==> src/jtsp_pkg.sv <==
`timescale 1ns / 1ps
// ----------------------------------------------------------------------------
// jtsp_pkg
// Shared codes of the JSON token structure parser: token, event, error and
// parser state encodings, plus stream beat widths.
// ----------------------------------------------------------------------------
package jtsp_pkg;

  // input beat and result beat widths
  localparam int unsigned InDataW  = 8;
  localparam int unsigned OutDataW = 16;
  localparam int unsigned DepthW   = 7;

  // configuration register indexes
  typedef enum logic [1:0] {
    CFG_ALLOW_MULTIPLE = 2'd0,
    CFG_ALLOW_TRAILING = 2'd1,
    CFG_ALLOW_PARTIAL  = 2'd2
  } cfg_idx_e;

  // lexed token codes (14 and 15 carry no meaning)
  typedef enum logic [3:0] {
    TOK_STRING  = 4'd0,
    TOK_TRUE    = 4'd1,
    TOK_FALSE   = 4'd2,
    TOK_NULL    = 4'd3,
    TOK_INTEGER = 4'd4,
    TOK_DOUBLE  = 4'd5,
    TOK_MAP_OPEN  = 4'd6,
    TOK_MAP_CLOSE = 4'd7,
    TOK_ARR_OPEN  = 4'd8,
    TOK_ARR_CLOSE = 4'd9,
    TOK_COLON   = 4'd10,
    TOK_COMMA   = 4'd11,
    TOK_LEX_ERR = 4'd12,
    TOK_END     = 4'd13
  } token_e;

  // structural events
  typedef enum logic [3:0] {
    EV_NONE      = 4'd0,
    EV_STRING    = 4'd1,
    EV_TRUE      = 4'd2,
    EV_FALSE     = 4'd3,
    EV_NULL      = 4'd4,
    EV_INTEGER   = 4'd5,
    EV_DOUBLE    = 4'd6,
    EV_KEY       = 4'd7,
    EV_MAP_START = 4'd8,
    EV_MAP_END   = 4'd9,
    EV_ARR_START = 4'd10,
    EV_ARR_END   = 4'd11,
    EV_DONE      = 4'd12
  } event_e;

  // error codes
  typedef enum logic [3:0] {
    ERR_NONE       = 4'd0,
    ERR_LEXICAL    = 4'd1,
    ERR_UNALLOWED  = 4'd2,
    ERR_BAD_KEY    = 4'd3,
    ERR_NO_COLON   = 4'd4,
    ERR_AFTER_MAPV = 4'd5,
    ERR_AFTER_ELEM = 4'd6,
    ERR_TRAILING   = 4'd7,
    ERR_PREMATURE  = 4'd8,
    ERR_NUM_RANGE  = 4'd9,
    ERR_TOO_DEEP   = 4'd10
  } error_e;

  // parser state of one nesting level
  typedef enum logic [3:0] {
    ST_START        = 4'd0,
    ST_GOT_VALUE    = 4'd1,
    ST_COMPLETE     = 4'd2,
    ST_MAP_START    = 4'd3,
    ST_MAP_NEED_KEY = 4'd4,
    ST_MAP_SEP      = 4'd5,
    ST_MAP_NEED_VAL = 4'd6,
    ST_MAP_GOT_VAL  = 4'd7,
    ST_ARR_START    = 4'd8,
    ST_ARR_NEED_VAL = 4'd9,
    ST_ARR_GOT_VAL  = 4'd10
  } pstate_e;

endpackage

==> src/json_token_structure_parser_top.sv <==
`timescale 1ns / 1ps
// ----------------------------------------------------------------------------
// json_token_structure_parser_top
// Checks the structure of a lexed JSON token stream with a pushdown stack of
// parser states and reports one event, status, error code and depth per token.
// ----------------------------------------------------------------------------
//  channel   dir  beat contents (lsb first)
//  s_axis    in   token[3:0], number_out_of_range[4], zero pad [7:5]
//  m_axis    out  event_res[3:0], status[4], error_code[8:5], nesting_depth[15:9]
//  cfg       in   cfg_addr_i selects register, cfg_data_i bit 0 is written
//
//  One token per cycle while results are taken; each result appears in the cycle after its token beat.
//  The top state and the entry under it are kept in flops, so a pop needs no
//  memory read in the cycle of the token; the stack RAM read is registered.
//  The input side stalls only while a result waits and m_axis_tready_i is low.
//  Reset (rst_ni low) clears state, depth, error and configuration; the stack
//  RAM is not cleared, entries are only read after being pushed.
// ----------------------------------------------------------------------------
module json_token_structure_parser_top #(
  parameter int unsigned MAX_DEPTH = 64
) (
  input  logic        clk_i,
  input  logic        rst_ni,
  // token beats: token[3:0], number_out_of_range[4]
  input  logic        s_axis_tvalid_i,
  output logic        s_axis_tready_o,
  input  logic [jtsp_pkg::InDataW-1:0]  s_axis_tdata_i,
  // result beats: event_res[3:0], status[4], error_code[8:5], nesting_depth[15:9]
  output logic        m_axis_tvalid_o,
  input  logic        m_axis_tready_i,
  output logic [jtsp_pkg::OutDataW-1:0] m_axis_tdata_o,
  // configuration writes
  input  logic        cfg_we_i,
  input  logic [1:0]  cfg_addr_i,
  input  logic        cfg_data_i
);

  localparam int unsigned SpW = $clog2(MAX_DEPTH + 1);
  localparam int unsigned AW  = (MAX_DEPTH > 1) ? $clog2(MAX_DEPTH) : 1;

  // configuration flags
  logic allow_mult_q, allow_trail_q, allow_part_q;

  // parser state
  jtsp_pkg::pstate_e top_q, top_d;
  jtsp_pkg::pstate_e under_q;
  jtsp_pkg::pstate_e push_val;
  jtsp_pkg::pstate_e st_eff, adv_st;
  jtsp_pkg::pstate_e stack_mem [MAX_DEPTH];
  logic [SpW-1:0]    sp_q, sp_d;
  logic [3:0]        err_q, err_d;
  logic              push, pop;
  logic [AW-1:0]     rd_addr, wr_addr;

  // output register
  logic                          out_valid_q;
  logic [jtsp_pkg::OutDataW-1:0] out_data_q;
  logic [3:0]                    ev;
  logic                          accept;

  logic [3:0] tok;
  logic       rng;

  assign tok = s_axis_tdata_i[3:0];
  assign rng = s_axis_tdata_i[4];

  assign s_axis_tready_o = !out_valid_q || m_axis_tready_i;
  assign accept          = s_axis_tvalid_i && s_axis_tready_o;
  assign m_axis_tvalid_o = out_valid_q;
  assign m_axis_tdata_o  = out_data_q;

  // configuration register writes
  always_ff @(posedge clk_i or negedge rst_ni) begin
    if (!rst_ni) begin
      allow_mult_q  <= 1'b0;
      allow_trail_q <= 1'b0;
      allow_part_q  <= 1'b0;
    end else if (cfg_we_i) begin
      unique case (cfg_addr_i)
        jtsp_pkg::CFG_ALLOW_MULTIPLE: allow_mult_q  <= cfg_data_i;
        jtsp_pkg::CFG_ALLOW_TRAILING: allow_trail_q <= cfg_data_i;
        jtsp_pkg::CFG_ALLOW_PARTIAL:  allow_part_q  <= cfg_data_i;
        default: ;
      endcase
    end
  end

  // a finished text may restart as a new top-level value
  assign st_eff = (top_q == jtsp_pkg::ST_COMPLETE && allow_mult_q) ?
                  jtsp_pkg::ST_GOT_VALUE : top_q;

  // level state after a value is taken
  always_comb begin
    if (st_eff == jtsp_pkg::ST_START || st_eff == jtsp_pkg::ST_GOT_VALUE) begin
      adv_st = jtsp_pkg::ST_COMPLETE;
    end else if (st_eff == jtsp_pkg::ST_MAP_NEED_VAL) begin
      adv_st = jtsp_pkg::ST_MAP_GOT_VAL;
    end else begin
      adv_st = jtsp_pkg::ST_ARR_GOT_VAL;
    end
  end

  // token check and stack update
  always_comb begin
    top_d    = top_q;
    sp_d     = sp_q;
    err_d    = err_q;
    ev       = jtsp_pkg::EV_NONE;
    push     = 1'b0;
    pop      = 1'b0;
    push_val = adv_st;

    if (err_q == jtsp_pkg::ERR_NONE) begin
      if (tok == jtsp_pkg::TOK_END) begin
        if (top_q == jtsp_pkg::ST_COMPLETE || top_q == jtsp_pkg::ST_GOT_VALUE ||
            allow_part_q) begin
          ev = jtsp_pkg::EV_DONE;
        end else begin
          err_d = jtsp_pkg::ERR_PREMATURE;
        end
      end else begin
        top_d = st_eff;
        case (st_eff)
          jtsp_pkg::ST_COMPLETE: begin
            if (!allow_trail_q) err_d = jtsp_pkg::ERR_TRAILING;
          end
          jtsp_pkg::ST_MAP_START, jtsp_pkg::ST_MAP_NEED_KEY: begin
            if (tok == jtsp_pkg::TOK_LEX_ERR) begin
              err_d = jtsp_pkg::ERR_LEXICAL;
            end else if (tok == jtsp_pkg::TOK_STRING) begin
              top_d = jtsp_pkg::ST_MAP_SEP;
              ev    = jtsp_pkg::EV_KEY;
            end else if (tok == jtsp_pkg::TOK_MAP_CLOSE &&
                         st_eff == jtsp_pkg::ST_MAP_START) begin
              pop = 1'b1;
              ev  = jtsp_pkg::EV_MAP_END;
            end else begin
              err_d = jtsp_pkg::ERR_BAD_KEY;
            end
          end
          jtsp_pkg::ST_MAP_SEP: begin
            if (tok == jtsp_pkg::TOK_COLON) top_d = jtsp_pkg::ST_MAP_NEED_VAL;
            else if (tok == jtsp_pkg::TOK_LEX_ERR) err_d = jtsp_pkg::ERR_LEXICAL;
            else err_d = jtsp_pkg::ERR_NO_COLON;
          end
          jtsp_pkg::ST_MAP_GOT_VAL: begin
            if (tok == jtsp_pkg::TOK_MAP_CLOSE) begin
              pop = 1'b1;
              ev  = jtsp_pkg::EV_MAP_END;
            end else if (tok == jtsp_pkg::TOK_COMMA) begin
              top_d = jtsp_pkg::ST_MAP_NEED_KEY;
            end else if (tok == jtsp_pkg::TOK_LEX_ERR) begin
              err_d = jtsp_pkg::ERR_LEXICAL;
            end else begin
              err_d = jtsp_pkg::ERR_AFTER_MAPV;
            end
          end
          jtsp_pkg::ST_ARR_GOT_VAL: begin
            if (tok == jtsp_pkg::TOK_ARR_CLOSE) begin
              pop = 1'b1;
              ev  = jtsp_pkg::EV_ARR_END;
            end else if (tok == jtsp_pkg::TOK_COMMA) begin
              top_d = jtsp_pkg::ST_ARR_NEED_VAL;
            end else if (tok == jtsp_pkg::TOK_LEX_ERR) begin
              err_d = jtsp_pkg::ERR_LEXICAL;
            end else begin
              err_d = jtsp_pkg::ERR_AFTER_ELEM;
            end
          end
          default: begin
            // a value is expected here
            if (tok == jtsp_pkg::TOK_LEX_ERR) begin
              err_d = jtsp_pkg::ERR_LEXICAL;
            end else if (tok <= jtsp_pkg::TOK_DOUBLE) begin
              if ((tok == jtsp_pkg::TOK_INTEGER || tok == jtsp_pkg::TOK_DOUBLE) && rng) begin
                err_d = jtsp_pkg::ERR_NUM_RANGE;
              end else begin
                top_d = adv_st;
                ev    = 4'(tok + 4'd1);
              end
            end else if (tok == jtsp_pkg::TOK_MAP_OPEN || tok == jtsp_pkg::TOK_ARR_OPEN) begin
              if (sp_q >= SpW'(MAX_DEPTH)) begin
                err_d = jtsp_pkg::ERR_TOO_DEEP;
              end else begin
                push = 1'b1;
                sp_d = sp_q + 1'b1;
                if (tok == jtsp_pkg::TOK_MAP_OPEN) begin
                  top_d = jtsp_pkg::ST_MAP_START;
                  ev    = jtsp_pkg::EV_MAP_START;
                end else begin
                  top_d = jtsp_pkg::ST_ARR_START;
                  ev    = jtsp_pkg::EV_ARR_START;
                end
              end
            end else if (tok == jtsp_pkg::TOK_ARR_CLOSE &&
                         st_eff == jtsp_pkg::ST_ARR_START) begin
              pop = 1'b1;
              ev  = jtsp_pkg::EV_ARR_END;
            end else begin
              err_d = jtsp_pkg::ERR_UNALLOWED;
            end
          end
        endcase

        // closing a level returns to the saved state underneath
        if (pop) begin
          if (sp_q != '0) begin
            sp_d  = sp_q - 1'b1;
            top_d = under_q;
          end else begin
            top_d = jtsp_pkg::ST_COMPLETE;
          end
        end
      end
    end

    if (err_d != jtsp_pkg::ERR_NONE) ev = jtsp_pkg::EV_NONE;
  end

  assign wr_addr = AW'(sp_q);
  assign rd_addr = AW'(sp_d - 1'b1);

  // control state
  always_ff @(posedge clk_i or negedge rst_ni) begin
    if (!rst_ni) begin
      top_q <= jtsp_pkg::ST_START;
      sp_q  <= '0;
      err_q <= jtsp_pkg::ERR_NONE;
    end else if (accept) begin
      top_q <= top_d;
      sp_q  <= sp_d;
      err_q <= err_d;
    end
  end

  // stack ram and cached entry under the top
  always_ff @(posedge clk_i) begin
    if (accept) begin
      if (push) begin
        stack_mem[wr_addr] <= push_val;
        under_q            <= push_val;
      end else begin
        under_q <= stack_mem[rd_addr];
      end
    end
  end

  // result beat register
  always_ff @(posedge clk_i or negedge rst_ni) begin
    if (!rst_ni) begin
      out_valid_q <= 1'b0;
    end else if (accept) begin
      out_valid_q <= 1'b1;
    end else if (m_axis_tready_i) begin
      out_valid_q <= 1'b0;
    end
  end

  always_ff @(posedge clk_i) begin
    if (accept) begin
      out_data_q <= {jtsp_pkg::DepthW'(sp_d), err_d, (err_d != jtsp_pkg::ERR_NONE), ev};
    end
  end

endmodule

==> config.mk <==
export PLATFORM = sky130hd
export DESIGN_NAME = json_token_structure_parser_top
export DESIGN_NICKNAME = d
export VERILOG_FILES = /design/src/jtsp_pkg.sv /design/src/json_token_structure_parser_top.sv
export SDC_FILE = /design/constraint.sdc
export NUM_CORES = 1
export LEC_CHECK = 0
export BUFFER_PORTS_ARGS = -buffer_cell sky130_fd_sc_hd__buf_2
export CELL_PAD_IN_SITES_DETAIL_PLACEMENT = 2
export CELL_PAD_IN_SITES_GLOBAL_PLACEMENT = 2
export CORE_MARGIN = 2
export CORE_UTILIZATION = 44
export DETAILED_ROUTE_END_ITERATION = 8
export GPL_TIMING_DRIVEN = 0
export PLACE_DENSITY_LB_ADDON = 0.05
export SLEW_MARGIN = 20
export SYNTH_ARGS = -nofsm -noshare
export SYNTH_HDL_FRONTEND = slang
export SYNTH_SLANG_ARGS = --single-unit
==> constraint.sdc <==
create_clock -name clk_i -period 6.6 [get_ports clk_i]
set_clock_uncertainty 0.05 [all_clocks]
set_input_delay 1.32 -clock clk_i [delete_from_list [all_inputs] [get_ports clk_i]]
set_output_delay 1.32 -clock clk_i [all_outputs]
set_load 0.01 [all_outputs]
==> results of run 1 <==
## worst max-delay path by stage
stage / start / to / slack, ns / depth (start not counted)
after floorplan: s_axis_tdata_i[0] / under_q[2] / 1.03 / 17
after global placement: s_axis_tdata_i[0] / under_q[3] / -0.57 / 20
after detailed placement: s_axis_tdata_i[0] / under_q[3] / -0.71 / 20
after CTS: s_axis_tdata_i[0] / under_q[3] / 0.08 / 20
after global routing: s_axis_tdata_i[0] / under_q[3] / 0.02 / 19
final: s_axis_tdata_i[0] / under_q[3] / 0.30 / 18
## critical path: cells and delay by family
kind                       cells  cell delay (ns)
and+or+nand+nor                3             0.98
buffers and inverters          6             1.84
xor gates and xnor gates       1             0.32
adders and majority gates      2             0.62
AOI/OAI and AO/OA              3             0.57
muxes                          3             0.73
## power by group
part / internal, uW / total (uW) / switching, uW
clock: 513 / 1010 / 497
combinational: 740 / 1960 / 1220
sequential: 1280 / 1340 / 58.5
## layer usage
metal	track usage, %	part of all wire [%]	up-vias
met2	47.7	50	181
met1	38.6	43	3063
met4	8.68	2.0	0
li1	-	-	2544
met3	5.37	5.0	35
met5	0	0	-
## timing repair
action,4_1_cts,5_1_grt
gates resized for setup,2,1
buffers inserted,0,0
setup endpoints to repair,2,2
## area by class of cell
type / instances / area [sq um] / area share, %
multi-input combinational: 417 / 3040 / 32.9
clock inverter: 15 / 175 / 1.89
inverter: 19 / 73.8 / 0.798
clock buffer: 17 / 425 / 4.60
buffer: 35 / 168 / 1.81
timing repair buffer: 33 / 225 / 2.43
tap: 229 / 287 / 3.10
sequential: 165 / 4860 / 52.5
## cells by family (layout without fill, tap and decap cells)
| group | Yosys count | after routing |
|---|---|---|
| buf+inv | 55 | 119 |
| compound gates | 119 | 119 |
| xor+xnor | 17 | 17 |
| simple gates | 238 | 238 |
| mux | 36 | 36 |
| flops | 165 | 165 |
| fa+ha+maj | 7 | 7 |
## state kept, by name, summed over array words and instances, names as in the netlist
name and cells:
sp_q 7, top_q 4, allow_mult_q 1, m_axis_tdata_o 16, allow_part_q 1, under_q 2
m_axis_tvalid_o 1, err_q 4, stack_mem 128, allow_trail_q 1
## Yosys cell counts, drive strengths merged (6+ instances only)
library cell,instances,area share (%)
edfxtp,146,54
nor2,92,4.2
nand2,35,1.6
mux4,28,7.8
a21oi,26,1.6
o21ai,22,1.4
clkbuf,21,0.97
dfrtp,19,5.8
inv,18,0.86
nand3,18,1.1
and2,15,1.2
buf,15,1.1
and3,13,1.0
nor3b,13,1.3
a211oi,12,1.1
xnor2,11,1.4
o21a,8,0.74
ha,7,1.1
a211o,6,0.65
a31o,6,0.65
nor3,6,0.43
## metrics by stage
step	utilization, %	hold WS (ns)
3_5_place_dp	48.0	0.474
6_report	51.4	0.487
4_1_cts	51.4	0.488
3_3_place_gp	47.5	0.447
5_1_grt	51.4	0.514
2_1_floorplan	-	0.430
==> results.toml, run 1 <==
[outcome]
status = "completed"

[synth]
synthSimpleGateAreaFrac_pct = 15.0
synth_top_family_by_area = "simple AND/OR/NAND/NOR gates"
synthAdderAreaFrac_pct = 1.08
synth_edf_count = 146
syn_inst = 637
ys_ff_latch = 165
ys.flop_type = "edfxtp_1"
yosysWarnings = 0
ys_seq_area_share_pct = 59.7
synthMuxAreaShare_pct = 8.81
syn_nets = 660
synth.avg_cell_area_sq_um = 12.8
synth_xor_area_share_pct = 2.18
synth_area_sq_um = 8130
synthArstFlopShare_pct = 11.5
synth_compound_area_share_pct = 10.2
ys_types = 68

[pwr]
ir_drop_mv = 0.217
finalPower_uw = 4300
leakage_uw = 0.00321
p_per_area_nw_per_um2 = 465

[critical_path]
crit_chain = "buf_2 > inv_1 > ha_1 > buf_2 > nor4bb_1 > a41oi_1 > nor3_2 > a21oi_2 > xnor2_2 > clkbuf_1 > ha_2 > clkbuf_2 > clkbuf_1 > mux4_2 > a211oi_1 > nor4_1 > mux2i_1 > mux2i_1"
critical-path-max-stage-delay_ns = 0.59
critPathMaxFanout = 10
crit_type = "input port to flop"
crit_required_ns = 6.70
worstRegToRegCells = 14
cp-start-kind = "input port"
r2r_setup_slack_ns = 0.94
r2r-start = "err_q[1]"
worst_ep_arrival_time_ns = 6.40
worstSetupEndpointType = "flop"
cp_slowest_cell = "clkbuf_1"
r2r_end = "under_q[3]"

[final_layout]
fin_cells = 930
final_area_sq_um = 9260
drive_gt1_share_pct = 19.1
finalNetCount = 711
mostFrequentLayoutCells = "146 x edfxtp_1, 91 x nor2_1, 38 x buf_2"
final_common_cell = "edfxtp_1"
syn_to_final_growth_pct = 13.8
nFillCells = 1723
n_antenna_cell = 0

[floorplanning]
die_y_microns = 140
core_area_sq_um = 18000
boundaryPins = 34
rows = 49
initial_core_util_pct = 45.1
die_area_sq_um = 19600
die_x_microns = 140

[worst_hold_path]
holdCritPathClass = "flop to flop"
min_delay_path_depth = 1
holdCritStartpoint = "allow_part_q"
holdPathEnd = "allow_part_q"

[drt]
via_per_inst = 6.26
drtIter0Drc = 538
first_pass_iters = 5
wire_per_inst_microns = 28.9
vias = 5823
ant_nets = 0
drt-total-wl_microns = 26800
drc = 0

[clocking]
h-tree-depth = 4
root_buffer = "clkbuf_16"
cts_tree = "done"
cts_made_buffers = 17
cts_buffer_depth = 2
ctsHoldBuffers = 0
clock_sinks = 165
clkTransAtPathRegs_ns = 0.07
worstSkewPairLatency_ns = 0.44

[sta]
finalSetupViolCount = 0
worstMarginPinSlew_ns = 0.906
finalMaxSlewViolations = 0
setup_slack_ns = 0.299
fmax_mhz = 159
rsz0062_at_grt = "no"
fin_setup_tns_ns = 0
final.min_clock_period_ns = 6.30
post-route-period-util_pct = 95.5
hold_viol_final = 0
maxSlewHeadroom_pct = 39.0

[global_routing]
grt_usage_pct = 28.7
grt_max_degree = 50
first_global_vias = 6508
grt_pass1_wl_microns = 41500
grt_overflow = 0
antenna_found_initial = 0

[placement]
hpwl_microns = 18200
postPlaceCellArea_sq_um = 8650
dp.cells = 899
port-buffer-count = 30
dpl_worst_slack_ns = -0.709
gp_congestion = 0.864

[run]
drv_cap = 0
Note: power is estimated with default switching activity, not from simulation.
==> run 2, diff against run 1 <==
ABC_AREA = 1   (was default)
CORE_UTILIZATION = 40   (was 44)
CTS_BUF_LIST = sky130_fd_sc_hd__clkbuf_16   (was default)
==> results.toml, run 2 <==
[outcome]
status = "completed"

[clocking]
clkTransAtPathRegs_ns = 0.07
root_buffer = "clkbuf_16"
h-tree-depth = 4
clock_sinks = 165
ctsResizeCount = 0
cts_buffer_depth = 2
ctsHoldBuffers = 0
postCtsSetupRepairBufs = 0
cts_tree = "done"
worstSkewPairLatency_ns = 0.46
cts_made_buffers = 17

[synth]
syn_nets = 1002
synth_top_area_cell = "edfxtp_1"
synth.avg_cell_area_sq_um = 9.07
syn_inst = 979
ys.flop_type = "edfxtp_1"
synth_area_leaders = "edfxtp_1 49%, nand3_1 9.3%, nand2_1 6.8%"
synth_edf_count = 146
yosys-top-cells-count = "165 x nand3_1, 161 x nand2_1, 146 x edfxtp_1, 146 x inv_1, 89 x nor2_1"
synthArstFlopShare_pct = 11.5
synth_top_area_share_pct = 49.4
synth_area_sq_um = 8870
synth.most_common_cell = "nand3_1"
ys_seq_area_share_pct = 54.8
ys_ff_latch = 165
ys_types = 44
yosysWarnings = 0

[global_routing]
grt_pass1_wl_microns = 49400
first_global_vias = 8071
grt_overflow = 0
antenna_found_initial = 2
grt_max_degree = 67
grt_usage_pct = 28.4

[final_layout]
final_area_sq_um = 10100
fin_cells = 1322
finalNetCount = 1052
n_antenna_cell = 0
drive_gt1_share_pct = 13.9
mostFrequentLayoutCells = "165 x nand3_1, 161 x nand2_1, 146 x edfxtp_1"
largest-register = "stack_mem"
largest_register_ffs = 128
final_common_cell = "nand3_1"
syn_to_final_growth_pct = 13.4
finish.utilization_pct = 46.1

[worst_hold_path]
min_delay_path_depth = 2
holdCritPathClass = "flop to flop"
holdPathEnd = "err_q[1]"
holdCritStartpoint = "err_q[1]"

[pwr]
p_per_area_nw_per_um2 = 303
leakage_uw = 0.00412
ir_drop_mv = 0.185

[placement]
dp.cells = 1290
gp_congestion = 0.858
postPlaceCellArea_sq_um = 9430
hpwl_microns = 23000
port-buffer-count = 29

[critical_path]
cp_slowest_cell = "clkbuf_1"
critPathBufInv = 6
critPathMaxFanout = 10
crit_top_cell = "nand3_1"
cp-start-kind = "input port"
worstRegToRegCells = 24
cp_top_family = "simple AND/OR/NAND/NOR gates"
crit_required_ns = 6.85
worst_ep_arrival_time_ns = 5.61
critical-path-max-stage-delay_ns = 0.55
crit_type = "input port to flop"
crit_chain = "buf_2 > inv_1 > ha_1 > nor2_1 > a21oi_2 > nor2_4 > nand2_2 > nand2_4 > nand2_2 > nand2_4 > nand2_4 > buf_2 > ha_1 > clkbuf_1 > inv_1 > clkbuf_1 > nand3_1 > nand3_1 > nand3_1 > nand3_1 > nand3_1 > nand2_1 > nand2_1 > nand2_1"
worstSetupEndpointType = "flop"
critPathLaunch = "s_axis_tdata_i[1]"
r2r-start = "sp_q[1]"
r2r_end = "under_q[3]"
r2r_setup_slack_ns = 1.86

[sta]
post-route-period-util_pct = 81.1
worstMarginPinSlew_ns = 0.997
hold_viol_final = 0
maxSlewHeadroom_pct = 32.6
finalMaxSlewViolations = 0
final.min_clock_period_ns = 5.35
fmax_mhz = 187
rsz0062_at_grt = "no"
finalSetupViolCount = 0

[run]
drv_cap = 0

[floorplanning]
boundaryPins = 34
die_area_sq_um = 23400
core_area_sq_um = 21800
rows = 54
die_y_microns = 153
initial_core_util_pct = 40.7
die_x_microns = 153

[drt]
drtIter0Drc = 463
first_pass_iters = 5
wire_per_inst_microns = 24.5
drt-total-wl_microns = 32400
drc = 0
via_per_inst = 5.65
ant_nets = 0
vias = 7469
[run 2: cell count changes in the layout (fill, tap and decap cells not counted), sizes merged, moves of 13 or more]
cell,change
and2,-15
nand3b,+39
inv,+135
nand2,+147
and3,-13
nand3,+156
mux4,-28
nor3b,-13
[run 2: area by class of cell]
class                           instances  area, sq um
Timing Repair Buffer                   31          193
Clock inverter                         15          204
Inverter                              154          581
Sequential cell                       165         4860
Buffer                                 39          198
Multi-Input combinational cell        621         3250
Clock buffer                           17          425
Fill cell                            2342        11800
Tap cell                              280          350
[run 2: logic make-up after synthesis]
logic type | Yosys count | synth area share (%)
XOR/XNOR | 5 | 0.493
AND/OR/NAND/NOR | 532 | 29.7
AO/OA/AOI/OAI | 77 | 5.27
flip-flops | 165 | 54.8
buffers and inverters | 193 | 8.74
adder cells (fa/ha/maj) | 7 | 0.987
[run 2: routing by layer]
| metal | part of all wire (%) | track usage [%] |
|---|---|---|
| met3 | 4.8 | 4.73 |
| met2 | 49 | 48.1 |
| met5 | 0.083 | 0 |
| met4 | 3.5 | 12.0 |
| met1 | 43 | 36.1 |
[run 2: how the worst max path moves through the flow]
stage / slack (ns) / cells after the start / to
finish: 1.25 / 24 / under_q[3]
global route: 0.98 / 24 / under_q[3]
CTS: 1.31 / 24 / under_q[3]
detailed placement: 0.87 / 24 / under_q[3]
global placement: -1.02 / 8 / stack_mem[45][3]
floorplan: 2.35 / 23 / under_q[3]
[run 2: worst reg2reg max path: stages, from the launching register on]
cell and delay (ns):
dfrtp_1 0.39, clkbuf_1 0.20, inv_1 0.21, ha_1 0.21, nand2_1 0.10, nor3_1 0.19, inv_1 0.14, nand2_4 0.17
nand2_4 0.09, nand2_2 0.08, nand2_4 0.07, nand2_4 0.13, buf_2 0.36, ha_1 0.30, clkbuf_1 0.22, inv_1 0.21
clkbuf_1 0.55, nand3_1 0.20, nand3_1 0.14, nand3_1 0.12, nand3_1 0.12, nand3_1 0.09, nand2_1 0.08, nand2_1 0.05
nand2_1 0.11
[run 2: through the flow]
| step | worst slack [ns] | setup TNS, ns | total power (uW) | hold slack (ns) |
|---|---|---|---|---|
| floorplan | 2.35 | 0 | 1670 | 0.401 |
| global placement | -1.02 | -66.94 | 1970 | 0.424 |
| detailed placement | 0.867 | 0 | 1990 | 0.448 |
| CTS | 1.31 | 0 | 3050 | 0.466 |
| global route | 0.977 | 0 | 3160 | 0.496 |
| finish | 1.25 | 0 | 3050 | 0.464 |
[run 2: report_power, final]
group	leakage, uW	internal [uW]	switching, uW	total, uW
registers	0.00149	1150	18.3	1170
logic	0.00233	207	607	814
clock network	0.000303	553	509	1060
total	0.00412	1910	1130	3050
